File: config.mk
export PLATFORM = sky130hd
export DESIGN_NAME = eodt_cell
export DESIGN_NICKNAME = d
export VERILOG_FILES = /design/src/rtl/eodt_pkg.sv /design/src/rtl/eodt_cell.sv
export SDC_FILE = /design/constraint.sdc
export NUM_CORES = 1
export LEC_CHECK = 0
export ABC_AREA = 1
export BUFFER_PORTS_ARGS = -buffer_cell sky130_fd_sc_hd__buf_2
export CORE_ASPECT_RATIO = 0.5
export CORE_MARGIN = 1
export CORE_UTILIZATION = 51
export CTS_BUF_LIST = sky130_fd_sc_hd__clkbuf_8 sky130_fd_sc_hd__clkbuf_16
export CTS_CLUSTER_DIAMETER = 100
export DETAILED_ROUTE_END_ITERATION = 16
export HOLD_SLACK_MARGIN = 0.06
export PLACE_DENSITY = 0.8
export SLEW_MARGIN = 10
export SYNTH_ARGS = -nofsm -noshare
export SYNTH_HDL_FRONTEND = slang
export SYNTH_SLANG_ARGS = --single-unit
export TNS_END_PERCENT = 10
File: constraint.sdc
create_clock -name clk -period 4.8 [get_ports clk]
set_input_delay 0.72 -clock clk [delete_from_list [all_inputs] [get_ports clk]]
set_output_delay 0.72 -clock clk [all_outputs]
set_load 0.05 [all_outputs]
File: src/rtl/eodt_pkg.sv
// Package for the earliest-deadline order table.
// Holds the table size, the request and status codes, the word that walks
// the cell chain and the saturating add. No dependencies.
`default_nettype none

package eodt_pkg;

  localparam int TABLE_DEPTH = 128;
  localparam int IDX_W       = (TABLE_DEPTH > 1) ? $clog2(TABLE_DEPTH) : 1;
  localparam int CNT_W       = $clog2(TABLE_DEPTH + 1);
  localparam int CMP_W       = (CNT_W > 8) ? CNT_W : 8;
  localparam int DL_W        = 32;
  localparam int SLACK_W     = 16;

  localparam logic [SLACK_W-1:0] SLACK_RESET = SLACK_W'(180);
  localparam logic [DL_W-1:0]    DL_MAX      = '1;

  typedef enum logic [1:0] {
    REQ_ADD      = 2'd0,
    REQ_RETRIEVE = 2'd1,
    REQ_POSTPONE = 2'd2,
    REQ_CANCEL   = 2'd3
  } req_t;

  typedef enum logic [1:0] {
    STS_OK     = 2'd0,
    STS_BAD_ID = 2'd1,
    STS_EMPTY  = 2'd2,
    STS_FULL   = 2'd3
  } status_t;

  // Request word handed from cell to cell, one cell per cycle.
  typedef struct packed {
    logic             vld;
    req_t             req;
    logic [IDX_W-1:0] sel;       // target slot for add, postpone, cancel
    logic             sel_ok;    // target slot lies in the handed-out range
    logic [DL_W-1:0]  val;       // new deadline for add, seconds for postpone
    logic             hit;       // target slot was pending and acted on
    logic             best_vld;  // a pending slot has been seen
    logic [IDX_W-1:0] best_idx;
    logic [DL_W-1:0]  best_dl;   // running minimum, or the touched deadline
  } tok_t;

  function automatic logic [DL_W-1:0] sat_add(input logic [DL_W-1:0] a,
                                              input logic [DL_W-1:0] b);
    logic [DL_W:0] s;
    s = {1'b0, a} + {1'b0, b};
    return s[DL_W] ? DL_MAX : s[DL_W-1:0];
  endfunction

endpackage

`default_nettype wire

File: src/rtl/eodt_cell.sv
// One slot of the order table: pending flag and deadline.
// Acts on the request word as it passes and hands it on. Uses eodt_pkg.
`default_nettype none

module eodt_cell (
  input  wire logic                      clk,
  input  wire logic                      rst_n,
  input  wire logic [eodt_pkg::IDX_W-1:0] cell_idx,
  input  wire eodt_pkg::tok_t            tok_in,
  output eodt_pkg::tok_t                 tok_out,
  input  wire logic                      clr_en,
  input  wire logic [eodt_pkg::IDX_W-1:0] clr_idx
);

  logic                      pend_r, pend_nxt;
  logic [eodt_pkg::DL_W-1:0] dl_r, dl_nxt;
  logic                      target;
  logic [eodt_pkg::DL_W-1:0] dl_sum;

  assign target = tok_in.vld && tok_in.sel_ok && (tok_in.sel == cell_idx);
  assign dl_sum = eodt_pkg::sat_add(dl_r, tok_in.val);

  always_comb begin
    pend_nxt = pend_r;
    dl_nxt   = dl_r;
    tok_out  = tok_in;
    if (tok_in.vld) begin
      case (tok_in.req)
        eodt_pkg::REQ_ADD: begin
          if (target) begin
            pend_nxt = 1'b1;
            dl_nxt   = tok_in.val;
          end
        end
        eodt_pkg::REQ_RETRIEVE: begin
          // strict compare keeps the lowest slot on a tie
          if (pend_r && (!tok_in.best_vld || dl_r < tok_in.best_dl)) begin
            tok_out.best_vld = 1'b1;
            tok_out.best_idx = cell_idx;
            tok_out.best_dl  = dl_r;
          end
        end
        eodt_pkg::REQ_POSTPONE: begin
          if (target && pend_r) begin
            dl_nxt          = dl_sum;
            tok_out.hit     = 1'b1;
            tok_out.best_dl = dl_sum;
          end
        end
        eodt_pkg::REQ_CANCEL: begin
          if (target && pend_r) begin
            pend_nxt        = 1'b0;
            tok_out.hit     = 1'b1;
            tok_out.best_dl = dl_r;
          end
        end
        default: begin
          pend_nxt = pend_r;
        end
      endcase
    end
    // drop the slot picked by a finished retrieve
    if (clr_en && clr_idx == cell_idx) begin
      pend_nxt = 1'b0;
    end
  end

  always_ff @(posedge clk) begin
    if (!rst_n) begin
      pend_r <= 1'b0;
    end else begin
      pend_r <= pend_nxt;
    end
  end

  always_ff @(posedge clk) begin
    dl_r <= dl_nxt;
  end

endmodule

`default_nettype wire

==> flow_metrics.tcl, run 1 <==
set metrics [dict create \
    fmax_mhz 247 \
    hold_path.class "in -> reg" \
    ys_ff_latch 33 \
    synthToLayoutAreaGrowth_pct 11.4 \
    finalMaxSlewViolations 0 \
    met1_length_mm 10.9 \
    dieHeight_um 88.1 \
    skew_ns 0.00210 \
    postCtsSetupRepairBufs 0 \
    rsz0062_at_grt "false" \
    clk_pin_slew_ns 0.06 \
    cts.sinks 33 \
    final_min_period_over_clock_period_pct 84.3 \
    postRouteAntennaNets 0 \
    synth-edff-count 32 \
    initialDrtViolationCount 653 \
    crit_arrival_ns 3.32 \
    overflow 0 \
    antenna_found_initial 0 \
    critPathLaunch "tok_in[41]" \
    cts_made_buffers 5 \
    dieArea_um2 15300 \
    cts_tree "built" \
    met3_length_mm 1.70 \
    cp_cell_sequence "buf_2, ha_1, fa_1, nand2_1, nand3_1, nand3_1, nand2_2, nand2_2, nand2_2, a21oi_4, buf_12, nand3_2, nand3_1, nand2_1, inv_1, a21oi_2, buf_2" \
    relSlewSlack_pct 48.7 \
    yosysUniqueCellTypes 49 \
    top_layer_used "met4" \
    crit_path_start_kind "primary input" \
    io_pins 185 \
    dp_hpwl_mm 19.4 \
    fin_util_pct 58.2 \
    worst_hold_slack_ns 0.667 \
    peakVddDrop_mv 0.139 \
    yosysWarnings 0 \
    clock_latency_ns 0.29 \
    syn_inst 1302 \
    grt_max_degree 45 \
    worstSetupEndpointType "primary output" \
    final_cell_mix "nand2_1 (381), inv_1 (215), buf_2 (184), nor2_1 (132), nand3_1 (110)" \
    totalWireLength_mm 24.3 \
    synth_area_um2 7560 \
    worstHoldStart "rst_n" \
    cts_buffer_depth 2 \
    wl_per_cell_um 15.1 \
    cp_slowest_cell "fa_1" \
    grt_pass1_wl_mm 37.6 \
    port_buffers 184 \
    ys_async_sr_fraction_pct 0 \
    synth-seq-area-share_pct 13.0 \
    drive_gt1_share_pct 21.9 \
    worstMarginPinSlew_ns 0.768 \
    cp.required_ns 4.08 \
    grtUsageTotal_pct 31.1 \
    avgSynthCellArea_um2 5.81 \
    start_util_pct 52.2 \
    via_per_inst 5.32 \
    p_leak_nw 4.84 \
    htreeDepth 2 \
    gp_congestion 1.04 \
    drc 0 \
    fin_tns_setup_ns 0 \
    cts_resized 0 \
    status "complete, no violations" \
    cp_max_fo 19 \
    wl_met2_mm 11.0 \
    via_count 8571 \
    num_rows 31 \
    insertedDiodeCount 0 \
    cp_slowest_stage_delay_ns 0.46 \
    cap_violations 0 \
    rrSetupSlack_ns 1.82 \
    setup_viol 0 \
    finalHoldViolations 0 \
    syn-num-nets 1467 \
    period_needed_ns 4.04 \
    worstSetupPathType "in -> out" \
    grt_pass1_vias 7697 \
    reg2reg_from "dl_r[0]$_DFFE_PP_" \
    drt-pass1-iter-count 5 \
    final_common_cell "nand2_1" \
    design.core.area_um2 14500 \
    ys.flop_type "edfxtp_1" \
    clockRootBuffer "clkbuf_16" \
    powerDensity_nw_per_um2 184 \
    ctsHoldBuffers 0 \
    finalNetCount 1578 \
    die_w_um 174 \
]
## through the flow
step,area [µm²],std cells,setup slack (ns),total power [mW]
floorplan,7560,1302,0.301,0.976
global placement,8260,1604,0.847,1.15
detailed placement,8260,1604,0.798,1.17
CTS,8420,1612,0.783,1.54
global route,8420,1612,0.510,1.64
finish,8420,1612,0.756,1.55
## cell families after synthesis
family          Yosys count  synth area share, %
fa+ha+maj                64                 10.7
xor+xnor                 17                 1.97
simple gates            717                 41.9
buf+inv                 318                 19.1
compound gates          138                 11.1
flops                    33                 13.0
mux                      15                 2.23
## state kept, by name (all words and copies together) (netlist names)
signal	count
dl_r	32
pend_r	1
## report_power, final
| part | total (mW) | internal, mW | switching (mW) |
|---|---|---|---|
| registers | 0.342 | 0.331 | 0.0114 |
| logic | 0.830 | 0.252 | 0.578 |
| clock network | 0.382 | 0.242 | 0.140 |
| total | 1.55 | 0.824 | 0.729 |
## cell type report
| type | instances | area [µm²] |
|---|---|---|
| fillers | 1500 | 6050 |
| multi-input cells | 951 | 5150 |
| repair buffers | 193 | 1010 |
| flip-flops and latches | 33 | 982 |
| inverters | 229 | 860 |
| well taps | 198 | 248 |
| clock buffers | 5 | 125 |
| clock inverters | 3 | 37.5 |
## worst max-delay path, delay by kind of cell
kind | cells | cell delay (ns)
AOI/OAI and AO/OA | 2 | 0.48
buffers and inverters | 4 | 0.65
and+or+nand+nor | 9 | 0.76
adders and majority gates | 2 | 0.70
## synthesized netlist by cell type (4+ instances only)
| library cell | number | area [µm²] |
|---|---|---|
| inv_2 | 14 | 52.6 |
| nor3_1 | 4 | 20.0 |
| nand4_1 | 31 | 194 |
| edfxtp_1 | 32 | 961 |
| clkbuf_1 | 15 | 56.3 |
| ha_1 | 63 | 788 |
| buf_4 | 50 | 375 |
| nand3_1 | 110 | 551 |
| nand2_2 | 20 | 125 |
| o21ai_1 | 12 | 60.1 |
| nor2_1 | 133 | 499 |
| mux2_2 | 15 | 169 |
| a21oi_1 | 49 | 245 |
| inv_1 | 214 | 803 |
| buf_6 | 5 | 56.3 |
| buf_2 | 17 | 85.1 |
| nand3_2 | 16 | 160 |
| o21ai_0 | 36 | 180 |
| xnor2_1 | 15 | 131 |
| nand2_1 | 381 | 1430 |
| a21oi_2 | 26 | 228 |
## routing by layer
metal,vias up,GRT usage (%)
li1,4314,-
met1,3877,40.6
met2,333,52.8
met3,47,4.90
met4,0,11.0
met5,-,0
## final timing paths
kind / endpoint / depth (start not counted)
setup / recovery: tok_out[27] / 17
hold / removal: pend_r$_SDFFE_PP0P_ / 3
setup reg to reg: dl_r[25]$_DFFE_PP_ / 12
hold reg to reg: pend_r$_SDFFE_PP0P_ / 2
(Power assumes the default switching activity.)
==> inputs of run 2 (changes only) <==
- clock period: 4.8 -> 3.41 ns (I/O delays scaled with it)
==> run 2 against run 1 <==
  * Clock skew grew 0.0028 ns
  * Worst hold slack worse by 0.19 ns
  * Critical endpoint is now tok_out[11]
  * Final cell count increased by 2.9%
  * Design area up 13%
  * Sequential share of layout area shrank 1.3 points
  * Register-to-register slack worse by 1.0 ns
  * Critical path depth is 1 lower
  * Sequential cell count unchanged
  * Via count is 3.4% higher
  * Total power grew 51%
  * Largest cell class unchanged
  * Global-route usage fell by 0.78 points
  * Sequential power grew 40%
==> flow_metrics.tcl, run 2 (same netlist as run 1, synthesis figures left out) <==
set metrics [dict create \
    postRouteAntennaNets 0 \
    powerDensity_nw_per_um2 247 \
    clock_latency_ns 0.29 \
    cts_made_buffers 5 \
    cp.required_ns 2.90 \
    die_w_um 174 \
    initialDrtViolationCount 763 \
    cp_max_fo 9 \
    via_per_inst 5.34 \
    cap_violations 0 \
    hold_path.class "in -> reg" \
    period_needed_ns 3.38 \
    finalHoldViolations 0 \
    cp_cell_sequence "ha_4, nand2_2, nor2_1, nand3_2, nand2_4, nand2_4, nand2_4, a21oi_4, buf_12, clkbuf_16, nand2_1, nand2_1, o21ai_1, inv_1, a21oi_4, buf_6" \
    grt_pass1_wl_mm 37.0 \
    crit_path_start_kind "register" \
    internal_power_mw 1.28 \
    relSlewSlack_pct 52.2 \
    finalMaxSlewViolations 0 \
    crit_top_cell "nand2_4" \
    regMostFlops "dl_r" \
    htreeDepth 2 \
    crit_family "simple AND/OR/NAND/NOR gates" \
    antenna_found_initial 0 \
    insertedDiodeCount 0 \
    grt_pass1_vias 7457 \
    design.core.area_um2 14500 \
    grtUsageTotal_pct 30.3 \
    dieArea_um2 15300 \
    worst_hold_slack_ns 0.477 \
    peakVddDrop_mv 0.181 \
    dieHeight_um 88.1 \
    synthToLayoutAreaGrowth_pct 25.4 \
    io_pins 185 \
    status "complete, no violations" \
    timing.critical_path.buf_inv 4 \
    final_common_cell "nand2_1" \
    wl_per_cell_um 15.0 \
    largest_register_ffs 32 \
    num_rows 31 \
    clkPwrFrac_pct 22.5 \
    pwr-share-comb_pct 57.0 \
    fin_tns_setup_ns 0 \
    totalWireLength_mm 24.9 \
    crit_arrival_ns 2.87 \
    fmax_mhz 296 \
    via_count 8859 \
    finalNetCount 1625 \
    worstSetupEndpointType "primary output" \
    skew_ns 0.00492 \
    cp_slowest_stage_delay_ns 0.50 \
    top_regs "dl_r x32, pend_r x1" \
    final_min_period_over_clock_period_pct 99.1 \
    switching_share_pct 45.7 \
    rsz0062_at_grt "true" \
    grt_max_degree 40 \
    start_util_pct 52.2 \
    worstSetupPathType "reg -> out" \
    p_leak_nw 5.19 \
    worstMarginPinSlew_ns 0.712 \
    dp_hpwl_mm 19.1 \
    drc 0 \
    drive_gt1_share_pct 28.7 \
    gp_congestion 0.968 \
    cts_tree "built" \
    clk_pin_slew_ns 0.06 \
    clockRootBuffer "clkbuf_16" \
    final_cell_mix "nand2_1 (370), inv_1 (210), buf_2 (149), nor2_1 (125), nand3_1 (102)" \
    cp_slowest_cell "edfxtp_1" \
    cts_buffer_depth 2 \
    drt-pass1-iter-count 7 \
    port_buffers 184 \
    cts.sinks 33 \
    p_seq_share_pct 20.4 \
    overflow 0 \
    netSwitchingPower_mw 1.07 \
    setup_viol 0 \
]
-- run 2: cell count changes in the layout (fill, tap and decap cells not counted), sizes merged --
cell    previous run  this run
buf              193       231
clkbuf             5        14
-- run 2: power by group through the flow --
stage	clock [mW]	combinational [mW]	sequential, mW
6_report	0.529	1.34	0.479
4_1_cts	0.531	1.17	0.481
3_5_place_dp	0	1.16	0.489
2_1_floorplan	0	0.891	0.483
5_1_grt	0.552	1.45	0.480
3_3_place_gp	0	1.15	0.489
-- run 2: cell type report --
| cell class | instances | area, µm² |
|---|---|---|
| multi-input cells | 951 | 5640 |
| fillers | 1320 | 4990 |
| repair buffers | 240 | 1590 |
| flip-flops and latches | 33 | 982 |
| inverters | 229 | 860 |
| well taps | 198 | 248 |
| clock buffers | 5 | 125 |
| clock inverters | 3 | 37.5 |
-- run 2: final timing paths --
path              depth (start not counted)  slack, ns                   to           startpoint
hold / removal                            3       0.48  pend_r$_SDFFE_PP0P_                rst_n
setup reg to reg                         13       0.78   dl_r[29]$_DFFE_PP_    dl_r[0]$_DFFE_PP_
setup / recovery                         16       0.03          tok_out[11]    dl_r[6]$_DFFE_PP_
hold reg to reg                           2       0.66  pend_r$_SDFFE_PP0P_  pend_r$_SDFFE_PP0P_
-- run 2: what timing repair did --
| item | CTS | global route |
|---|---|---|
| buffers inserted | 0 | 31 |
| cloned | 0 | 2 |
| hold buffers | 0 | 0 |
| gates resized for setup | 3 | 160 |
| endpoints found under the setup margin | 10 | 39 |
| pin swaps | 0 | 25 |
-- run 2: layer usage --
layer  global-route usage [%]  up-vias  wire (µm)
met5                        0        -          0
met4                     7.50        0        465
met3                     4.30       40       1890
met2                     51.1      375      11400
met1                     41.3     4040      11100
li1                         -     4404          -
-- run 2: worst register-to-register path: stages (launching register included) --
cell and delay, ns:
edfxtp_1 0.46, ha_4 0.21, fa_2 0.36, nand2_2 0.07, nand3_2 0.07, nand3_2 0.09, nand2_4 0.07, nand2_4 0.07
nand2_4 0.07, a21oi_4 0.23, buf_12 0.16, buf_12 0.13, nand3_2 0.11, mux2_2 0.28
-- run 2: metrics by stage --
stage	cell area [µm²]	instances	utilization [%]	total power, mW	setup WS [ns]
floorplan	7560	1302	-	1.37	0.0838
global placement	8380	1618	57.9	1.64	0.155
detailed placement	8380	1618	57.9	1.65	0.112
CTS	8550	1626	59.1	2.18	0.0148
global route	9480	1659	65.5	2.48	-0.126
finish	9480	1659	65.5	2.35	0.0295
==> inputs of run 3 (changes only) <==
- CORE_ASPECT_RATIO: 0.5 -> 0.7
==> run 3 against run 2 <==
  * First-iteration DRC count is 45% higher
  * Final cell count is 1.6% lower
  * Sequential cell count stayed put
  * Sequential power is 0.8% higher
  * Setup slack worse by 0.026 ns
  * Non-clock buffer count is 18 lower
  * Register-to-register slack hardly changed
  * Worst hold slack better by 0.0023 ns
  * Design area is 3.1% lower
  * Combinational power hardly changed
  * Count of clock-buffer cells in the layout stayed put
  * Clock skew is 0.0047 ns higher
==> flow_metrics.tcl, run 3 (same netlist as run 1, synthesis figures left out) <==
set metrics [dict create \
    via_count 8918 \
    crit_path_start_kind "register" \
    cts_buffer_depth 2 \
    setup_viol 0 \
    rsz0062_at_grt "true" \
    placed_cells 1605 \
    initialDrtViolationCount 1106 \
    worstSetupEndpointType "primary output" \
    crit_cells 16 \
    cap_violations 0 \
    postRouteAntennaNets 0 \
    ctsHoldBuffers 0 \
    fmax_mhz 294 \
    finalMaxSlewViolations 0 \
    io_pins 185 \
    cp_slowest_stage_delay_ns 0.44 \
    via_per_inst 5.46 \
    drt-pass1-iter-count 5 \
    critPathLaunch "dl_r[0]$_DFFE_PP_" \
    hold_path.class "in -> reg" \
    status "complete, no violations" \
    fin_util_pct 64.7 \
    worstMarginPinSlew_ns 0.669 \
    cp.required_ns 2.90 \
    finalHoldViolations 0 \
    top_regs "dl_r x32, pend_r x1" \
    antenna_found_initial 0 \
    grt_pass1_vias 7520 \
    dp_hpwl_mm 20.2 \
    cts.sinks 33 \
    cp_slowest_cell "edfxtp_1" \
    worstHoldStart "rst_n" \
    peakVddDrop_mv 0.247 \
    fin_ws_ns 0.00388 \
    drive_gt1_share_pct 27.2 \
    worstSetupPathType "reg -> out" \
    regMostFlops "dl_r" \
    largest_register_ffs 32 \
    final_cell_mix "nand2_1 (367), inv_1 (214), buf_2 (151), nor2_1 (130), nand3_1 (105)" \
    num_rows 36 \
    crit_arrival_ns 2.89 \
    gp_congestion 0.957 \
    die_w_um 148 \
    holdPathStages 3 \
    clock_latency_ns 0.29 \
    final_min_period_over_clock_period_pct 99.9 \
    cts_tree "built" \
    reg2regPathDepth 12 \
    netSwitchingPower_mw 1.08 \
    p_seq_share_pct 20.8 \
    fin_tns_setup_ns 0 \
    insertedDiodeCount 0 \
    powerDensity_nw_per_um2 253 \
    cp_max_fo 8 \
    wl_per_cell_um 16.1 \
    synthToLayoutAreaGrowth_pct 21.5 \
    grtUsageTotal_pct 32.4 \
    instances_no_fill 1633 \
    timing.critical_path.buf_inv 3 \
    crit_family "simple AND/OR/NAND/NOR gates" \
    overflow 0 \
    totalWireLength_mm 26.3 \
    cts_made_buffers 5 \
    n_fill_cell 1330 \
    cp_cell_sequence "ha_4, fa_2, nand2_2, nand3_2, nand3_2, nand2_2, nand2_2, nand2_4, a21oi_4, buf_12, nand3_2, nand3_1, nand2_1, inv_2, a21oi_2, clkbuf_4" \
    switching_share_pct 46.3 \
    clkPwrFrac_pct 22.6 \
    pre_cts_slack_ns 0.0712 \
    design.core.area_um2 14200 \
    port_buffers 184 \
    clockRootBuffer "clkbuf_16" \
    reg2reg_from "dl_r[0]$_DFFE_PP_" \
    start_util_pct 53.3 \
    finalNetCount 1607 \
    internal_power_mw 1.25 \
    drc 0 \
    clk_pin_slew_ns 0.06 \
    p_leak_nw 5.05 \
    htreeDepth 2 \
    dieHeight_um 104 \
    pwr-share-comb_pct 56.6 \
    period_needed_ns 3.41 \
    final_common_cell "nand2_1" \
    grt_max_degree 42 \
    skew_ns 0.00960 \
    dieArea_um2 15300 \
    grt_pass1_wl_mm 39.4 \
    relSlewSlack_pct 55.2 \
]
==> run 3: path summary, 6_finish.rpt <==
kind                         endpoint  slack, ns
setup reg to reg   dl_r[29]$_DFFE_PP_       0.78
hold reg to reg     dl_r[0]$_DFFE_PP_       0.86
hold / removal    pend_r$_SDFFE_PP0P_       0.48
setup / recovery          tok_out[22]      0.004
==> run 3: layout make-up <==
cell class,instances,area [µm²],share of cell area [%]
Clock buffer,5,125,1.36
Clock inverter,3,41.3,0.450
Inverter,229,860,9.36
Multi-Input combinational cell,951,5510,60.0
Sequential cell,33,982,10.7
Tap cell,190,238,2.59
Timing Repair Buffer,222,1430,15.6
==> run 3: power groups by stage <==
stage / Clock (mW) / Combinational, mW / Sequential (mW)
after floorplan: 0 / 0.891 / 0.483
after global placement: 0 / 1.16 / 0.491
after detailed placement: 0 / 1.17 / 0.492
after CTS: 0.519 / 1.18 / 0.484
after global routing: 0.537 / 1.41 / 0.483
final: 0.526 / 1.32 / 0.483
==> run 3: through the flow <==
step	power [mW]	cell area [µm²]	hold slack, ns
finish	2.33	9180	0.479
global route	2.44	9180	0.490
CTS	2.18	8520	0.484
detailed placement	1.66	8350	0.778
global placement	1.65	8350	0.778
floorplan	1.37	7560	0.638
==> run 3: repair_timing <==
item | 4_1_cts | 5_1_grt
gates resized for setup | 2 | 133
endpoints found under the hold margin | 0 | 0
pin swaps | 0 | 4
buffers inserted | 0 | 17
setup endpoints to repair | 17 | 39
cloned | 0 | 3
==> run 3: tightest hold or removal path, delay by kind of cell <==
family | cells | cell delay, ns
AO/OA/AOI/OAI | 1 | 0.06
buffers and inverters | 1 | 0.10
AND/OR/NAND/NOR | 1 | 0.05
==> run 3: routing by layer <==
metal	up-vias	global-route usage, %	wire length (µm)
met2	545	46.4	10800
met1	3973	51.2	11900
met5	-	0	0
met3	29	4.30	3290
met4	0	5.30	289
li1	4371	-	-
